$ cat src/design/bdq_pkg.sv
`timescale 1ns / 1ps
// Shared package for the bounded deque with indexed read.
// Holds operation and status codes and the response struct; no dependencies.
package bdq_pkg;

    // Operation codes carried on the operation field.
    localparam logic [2:0] OP_PUSH_TAIL  = 3'd0;
    localparam logic [2:0] OP_PUSH_FRONT = 3'd1;
    localparam logic [2:0] OP_POP_BACK   = 3'd2;
    localparam logic [2:0] OP_READ_INDEX = 3'd3;
    localparam logic [2:0] OP_READ_FRONT = 3'd4;
    localparam logic [2:0] OP_READ_BACK  = 3'd5;

    // Status codes returned with every result word.
    localparam logic [1:0] ST_OK    = 2'd0;
    localparam logic [1:0] ST_FULL  = 2'd1;
    localparam logic [1:0] ST_EMPTY = 2'd2;

    // Width of the external data ports.
    localparam int PORT_WIDTH = 32;

    // Decision made by the pointer unit for one accepted word.
    typedef struct packed {
        logic       mem_we;
        logic       mem_re;
        logic [1:0] status;
        logic       now_empty;
    } t_resp;

endpackage

$ cat src/design/bdq_ptr.sv
`timescale 1ns / 1ps
// Head pointer and entry count of the ring, plus the address and status decode.
// Depends on bdq_pkg.
module bdq_ptr #(
    parameter int DEPTH = 1024
) (
    input  logic                     i_clk,
    input  logic                     i_rst_n,
    input  logic                     i_accept,
    input  logic [2:0]               i_operation,
    input  logic [9:0]               i_index,
    output logic [$clog2(DEPTH)-1:0] o_mem_addr,
    output bdq_pkg::t_resp           o_resp
);

    localparam int AW = $clog2(DEPTH);
    localparam int CW = $clog2(DEPTH + 1);
    localparam int IW = (CW > 10) ? CW : 10;
    localparam logic [CW-1:0] FULL_COUNT = CW'(DEPTH);
    localparam logic [CW-1:0] LAST_OFFS  = CW'(DEPTH - 1);
    localparam logic [CW:0]   WRAP       = (CW + 1)'(DEPTH);

    logic [AW-1:0] r_head;
    logic [CW-1:0] r_count;
    logic [AW-1:0] n_head;
    logic [CW-1:0] n_count;

    logic          full;
    logic          empty;
    logic [IW-1:0] idx_w;
    logic          idx_bad;
    logic [CW-1:0] offset;
    logic [CW:0]   sum;
    logic [CW:0]   wrapped;
    logic [AW-1:0] pos;
    bdq_pkg::t_resp resp;

    assign full    = (r_count == FULL_COUNT);
    assign empty   = (r_count == '0);
    assign idx_w   = IW'(i_index);
    assign idx_bad = (idx_w >= IW'(r_count));

    // Offset from the head that the operation addresses.
    always_comb begin
        case (i_operation)
            bdq_pkg::OP_PUSH_TAIL:  offset = r_count;
            bdq_pkg::OP_PUSH_FRONT: offset = LAST_OFFS;
            bdq_pkg::OP_POP_BACK:   offset = r_count - CW'(1);
            bdq_pkg::OP_READ_INDEX: offset = idx_w[CW-1:0];
            bdq_pkg::OP_READ_BACK:  offset = r_count - CW'(1);
            default:                offset = '0;
        endcase
    end

    // Ring position: the sum stays below twice the depth, so one subtract wraps it.
    assign sum     = (CW + 1)'(r_head) + (CW + 1)'(offset);
    assign wrapped = (sum >= WRAP) ? (sum - WRAP) : sum;
    assign pos     = wrapped[AW-1:0];

    // Status, memory access and next pointer state.
    always_comb begin
        resp.mem_we = 1'b0;
        resp.mem_re = 1'b0;
        resp.status = bdq_pkg::ST_OK;
        n_head      = r_head;
        n_count     = r_count;
        case (i_operation)
            bdq_pkg::OP_PUSH_TAIL: begin
                if (full) begin
                    resp.status = bdq_pkg::ST_FULL;
                end else begin
                    resp.mem_we = 1'b1;
                    n_count     = r_count + CW'(1);
                end
            end
            bdq_pkg::OP_PUSH_FRONT: begin
                if (full) begin
                    resp.status = bdq_pkg::ST_FULL;
                end else begin
                    resp.mem_we = 1'b1;
                    n_head      = pos;
                    n_count     = r_count + CW'(1);
                end
            end
            bdq_pkg::OP_POP_BACK: begin
                if (empty) begin
                    resp.status = bdq_pkg::ST_EMPTY;
                end else begin
                    resp.mem_re = 1'b1;
                    n_count     = r_count - CW'(1);
                end
            end
            bdq_pkg::OP_READ_INDEX: begin
                if (idx_bad) begin
                    resp.status = bdq_pkg::ST_EMPTY;
                end else begin
                    resp.mem_re = 1'b1;
                end
            end
            bdq_pkg::OP_READ_FRONT, bdq_pkg::OP_READ_BACK: begin
                if (empty) begin
                    resp.status = bdq_pkg::ST_EMPTY;
                end else begin
                    resp.mem_re = 1'b1;
                end
            end
            default: begin
                resp.status = bdq_pkg::ST_OK;
            end
        endcase
        resp.now_empty = (n_count == '0);
    end

    // Pointer registers update only on an accepted word.
    always_ff @(posedge i_clk) begin
        if (!i_rst_n) begin
            r_head  <= '0;
            r_count <= '0;
        end else if (i_accept) begin
            r_head  <= n_head;
            r_count <= n_count;
        end
    end

    assign o_mem_addr = pos;
    assign o_resp     = resp;

endmodule

$ cat config.mk
export PLATFORM = sky130hd
export DESIGN_NAME = bdq_ptr
export DESIGN_NICKNAME = d
export VERILOG_FILES = /design/src/design/bdq_pkg.sv /design/src/design/bdq_ptr.sv
export SDC_FILE = /design/constraint.sdc
export NUM_CORES = 1
export LEC_CHECK = 0
export BUFFER_PORTS_ARGS = -buffer_cell sky130_fd_sc_hd__buf_2
export CAP_MARGIN = 20
export CORE_ASPECT_RATIO = 1.1
export CORE_MARGIN = 2
export CORE_UTILIZATION = 47
export DETAILED_ROUTE_END_ITERATION = 6
export GPL_TIMING_DRIVEN = 0
export MAX_ROUTING_LAYER = met4
export PLACE_DENSITY = 0.67
export SYNTH_ARGS = -nofsm -noshare
export SYNTH_HDL_FRONTEND = slang
export SYNTH_SLANG_ARGS = --single-unit
$ cat constraint.sdc
create_clock -name i_clk -period 3.8 [get_ports i_clk]
set_clock_uncertainty 0.15 [all_clocks]
set_input_delay 0.19 -clock i_clk [delete_from_list [all_inputs] [get_ports i_clk]]
set_output_delay 0.19 -clock i_clk [all_outputs]
set_load 0.02 [all_outputs]
==> run metrics <==
FMAX=273 MHz; H-tree Lvls=1; #FFs+latches synth=21; leakage power=between 0.001 and 0.0015 µW; Hold WC Path Type=in2reg; top layer in use=met4; TritonCTS clock tree=yes; wire per inst=about 18 µm; final setup vio count=0; RSZ-0062 raised after global routing=yes; Die Height=79.7 µm; Worst setup SP type=register; CP required=approximately 3.5 ns; Sink Count=21; GRT Resource Usage Total=0.280; global-route wire length before repair=12400 µm; Gate Count Post-Synth=roughly 340; Post-synth EDFFs=0; Top Ports=31; Placer Congestion=0.975; Power per Cell Area=271 nW/µm²; Clock transition at path regs=around 0.09 ns; CTS Buf Count=3; vias in the first global route=2584; most frequent cells in the layout=nand2_1 (40), buf_2 (28), nand3_1 (24); GRT overflow=0; pin count of the biggest net entering global routing=13; Final Power=about 760 µW; fillcell total=~510; Synth Flop Type=dfxtp_1; hold_buf cts=0; initial DRC count=around 230; CP arrival=between 3 and 4 ns; Crit. End Element=output pin; initial core utilization=0.489; vias=about 2800; Max rail drop VDD=between 200 and 300 µV; ant diodes=0; antenna viol nets, final=0; share of cells above drive strength 1=0.175; syn_area_per_cell=between 7 and 8 µm²; crit path kind=reg2out; num rows=27; Worst-Skew Late Latency=between 0.2 and 0.3 ns; YS warnings=0; CTS root buffer=clkbuf_8; status=complete, no violations; DRC Markers=0; final period utilization=0.965; final count of hold timing violations=0; CP max FO=10; Async SR Flop Fraction=0; Yosys cell types=between 50 and 60; CTS max path bufs=2; post-synthesis sequential area ratio=0.172; met3 WL=609 µm; M1 WL=about 3200 µm; Post-DP HPWL=5890 µm; flop2flop setup slack=~0.38 ns; met2 wire length=around 3700 µm; drt first pass iters=5; Slew Viols, Final=0; DRT Wirelength=slightly below 8000 µm; MaxCap Viol Count=0; Util after Layout=0.565; Rel. slew slack=0.488; Vias/cell=around 6.4; core area=about 5000 µm²; initial antenna violation count=0; Tmin final=3.67 ns; syn nets=between 300 and 400; Die X=between 70 and 80 µm; Post-Syn Area=2450 µm²; setup_tns=0 ns; IO Port Bufs=27; Layout Nets=~420; die area=between 5000 and 6000 µm²; most common cell after layout, fill and taps aside=nand2_1; Layout area overhead=15.5%; Worst Max-Slew Pin Slew=approximately 0.76 ns
==> routing by layer <==
metal,vias up,global-route usage
met5,-,-
met4,0,0.0833
met3,23,0.0568
met2,145,0.475
met1,1268,0.332
li1,1335,-
==> kinds of logic (layout without fill, tap and decap cells) <==
group | after synthesis | after routing | share of synthesized area
multiplexers | 9 | 9 | 0.0379
flip-flops | 21 | 21 | 0.172
AND/OR/NAND/NOR | 136 | 136 | 0.292
adder cells (fa/ha/maj) | 23 | 23 | 0.121
XOR/XNOR | 13 | 13 | 0.0465
AO/OA/AOI/OAI | 98 | 98 | 0.262
buffers and inverters | 41 | 77 | 0.0691
==> Yosys cell counts, drive strengths merged (3+ instances only) <==
library cell  instances  area share
nor2                 21       0.032
xnor2                 9       0.032
clkbuf               16       0.025
a21oi                22       0.045
and3                  5       0.013
and2                  4       0.011
nand2b                3      0.0077
a211oi                3      0.0092
xor2                  4       0.014
nor3b                 4       0.012
mux2i                 7       0.029
nor3                 10       0.020
ha                   22        0.11
nand2                40       0.061
a22oi                 3      0.0092
dfxtp                21        0.17
nand4                 5       0.013
a21boi                9       0.028
buf                   7       0.017
o311ai                4       0.014
o211a                 5       0.020
nor2b                 4       0.010
inv                  18       0.028
o21ai                23       0.047
nand3                25       0.056
nor4                  6       0.024
o22ai                10       0.026
==> worst max-delay path: stages, from the launching register on <==
cell and delay [ns]:
dfxtp_1 0.35, buf_4 0.19, nor4_1 0.69, a22oi_1 0.21, o21ai_0 0.17, ha_1 0.34, nand3_1 0.10, o211ai_1 0.13
o41ai_2 0.32, buf_4 0.17, o21ai_2 0.07, xor2_1 0.13, buf_2 0.18
==> flip-flops by register name, indices dropped and copies added (netlist names) <==
signal and cells:
r_count 11, r_head 10
==> power breakdown <==
group	total, µW	internal [µW]	switching (µW)
clock network	154	73.2	81.0
registers	233	228	5.04
logic	377	139	238
==> repair_timing <==
action / 4_1_cts / 5_1_grt
setup buffers: 1 / 4
setup endpoints to repair: 5 / 3
pin swaps: 1 / 7
gates resized for setup: 12 / 15
==> path summary, 6_finish.rpt <==
kind,cells after the start,endpoint,startpoint
worst max-delay path,12,o_mem_addr[9],r_count[0]$_SDFFE_PN0P_
worst min-delay path,2,r_head[2]$_SDFFE_PN0P_,i_rst_n
worst max register to register,12,r_head[9]$_SDFFE_PN0P_,r_count[0]$_SDFFE_PN0P_
worst min register to register,2,r_head[6]$_SDFFE_PN0P_,r_head[6]$_SDFFE_PN0P_
==> stage by stage <==
| stage | cell area [µm²] | worst slack [ns] | cells | hold WS [ns] |
|---|---|---|---|---|
| floorplan | 2450 | 0.250 | 341 | 0.205 |
| detailed placement | 2650 | -0.365 | 426 | 0.305 |
| finish | 2830 | 0.132 | 435 | 0.102 |
| global placement | 2650 | -0.432 | 426 | 0.298 |
| global route | 2830 | -0.0398 | 435 | 0.116 |
| CTS | 2760 | 0.00956 | 431 | 0.106 |
==> final cells by class <==
cell class	count	area, µm²	share of cell area
Buffer	23	106	0.0376
Clock buffer	3	41.3	0.0146
Clock inverter	1	5.00	0.00177
Inverter	18	70.1	0.0248
Multi-Input combinational cell	279	1930	0.685
Sequential cell	21	420	0.149
Tap cell	58	72.6	0.0257
Timing Repair Buffer	32	175	0.0620
Power figures use the tool's default switching activity.
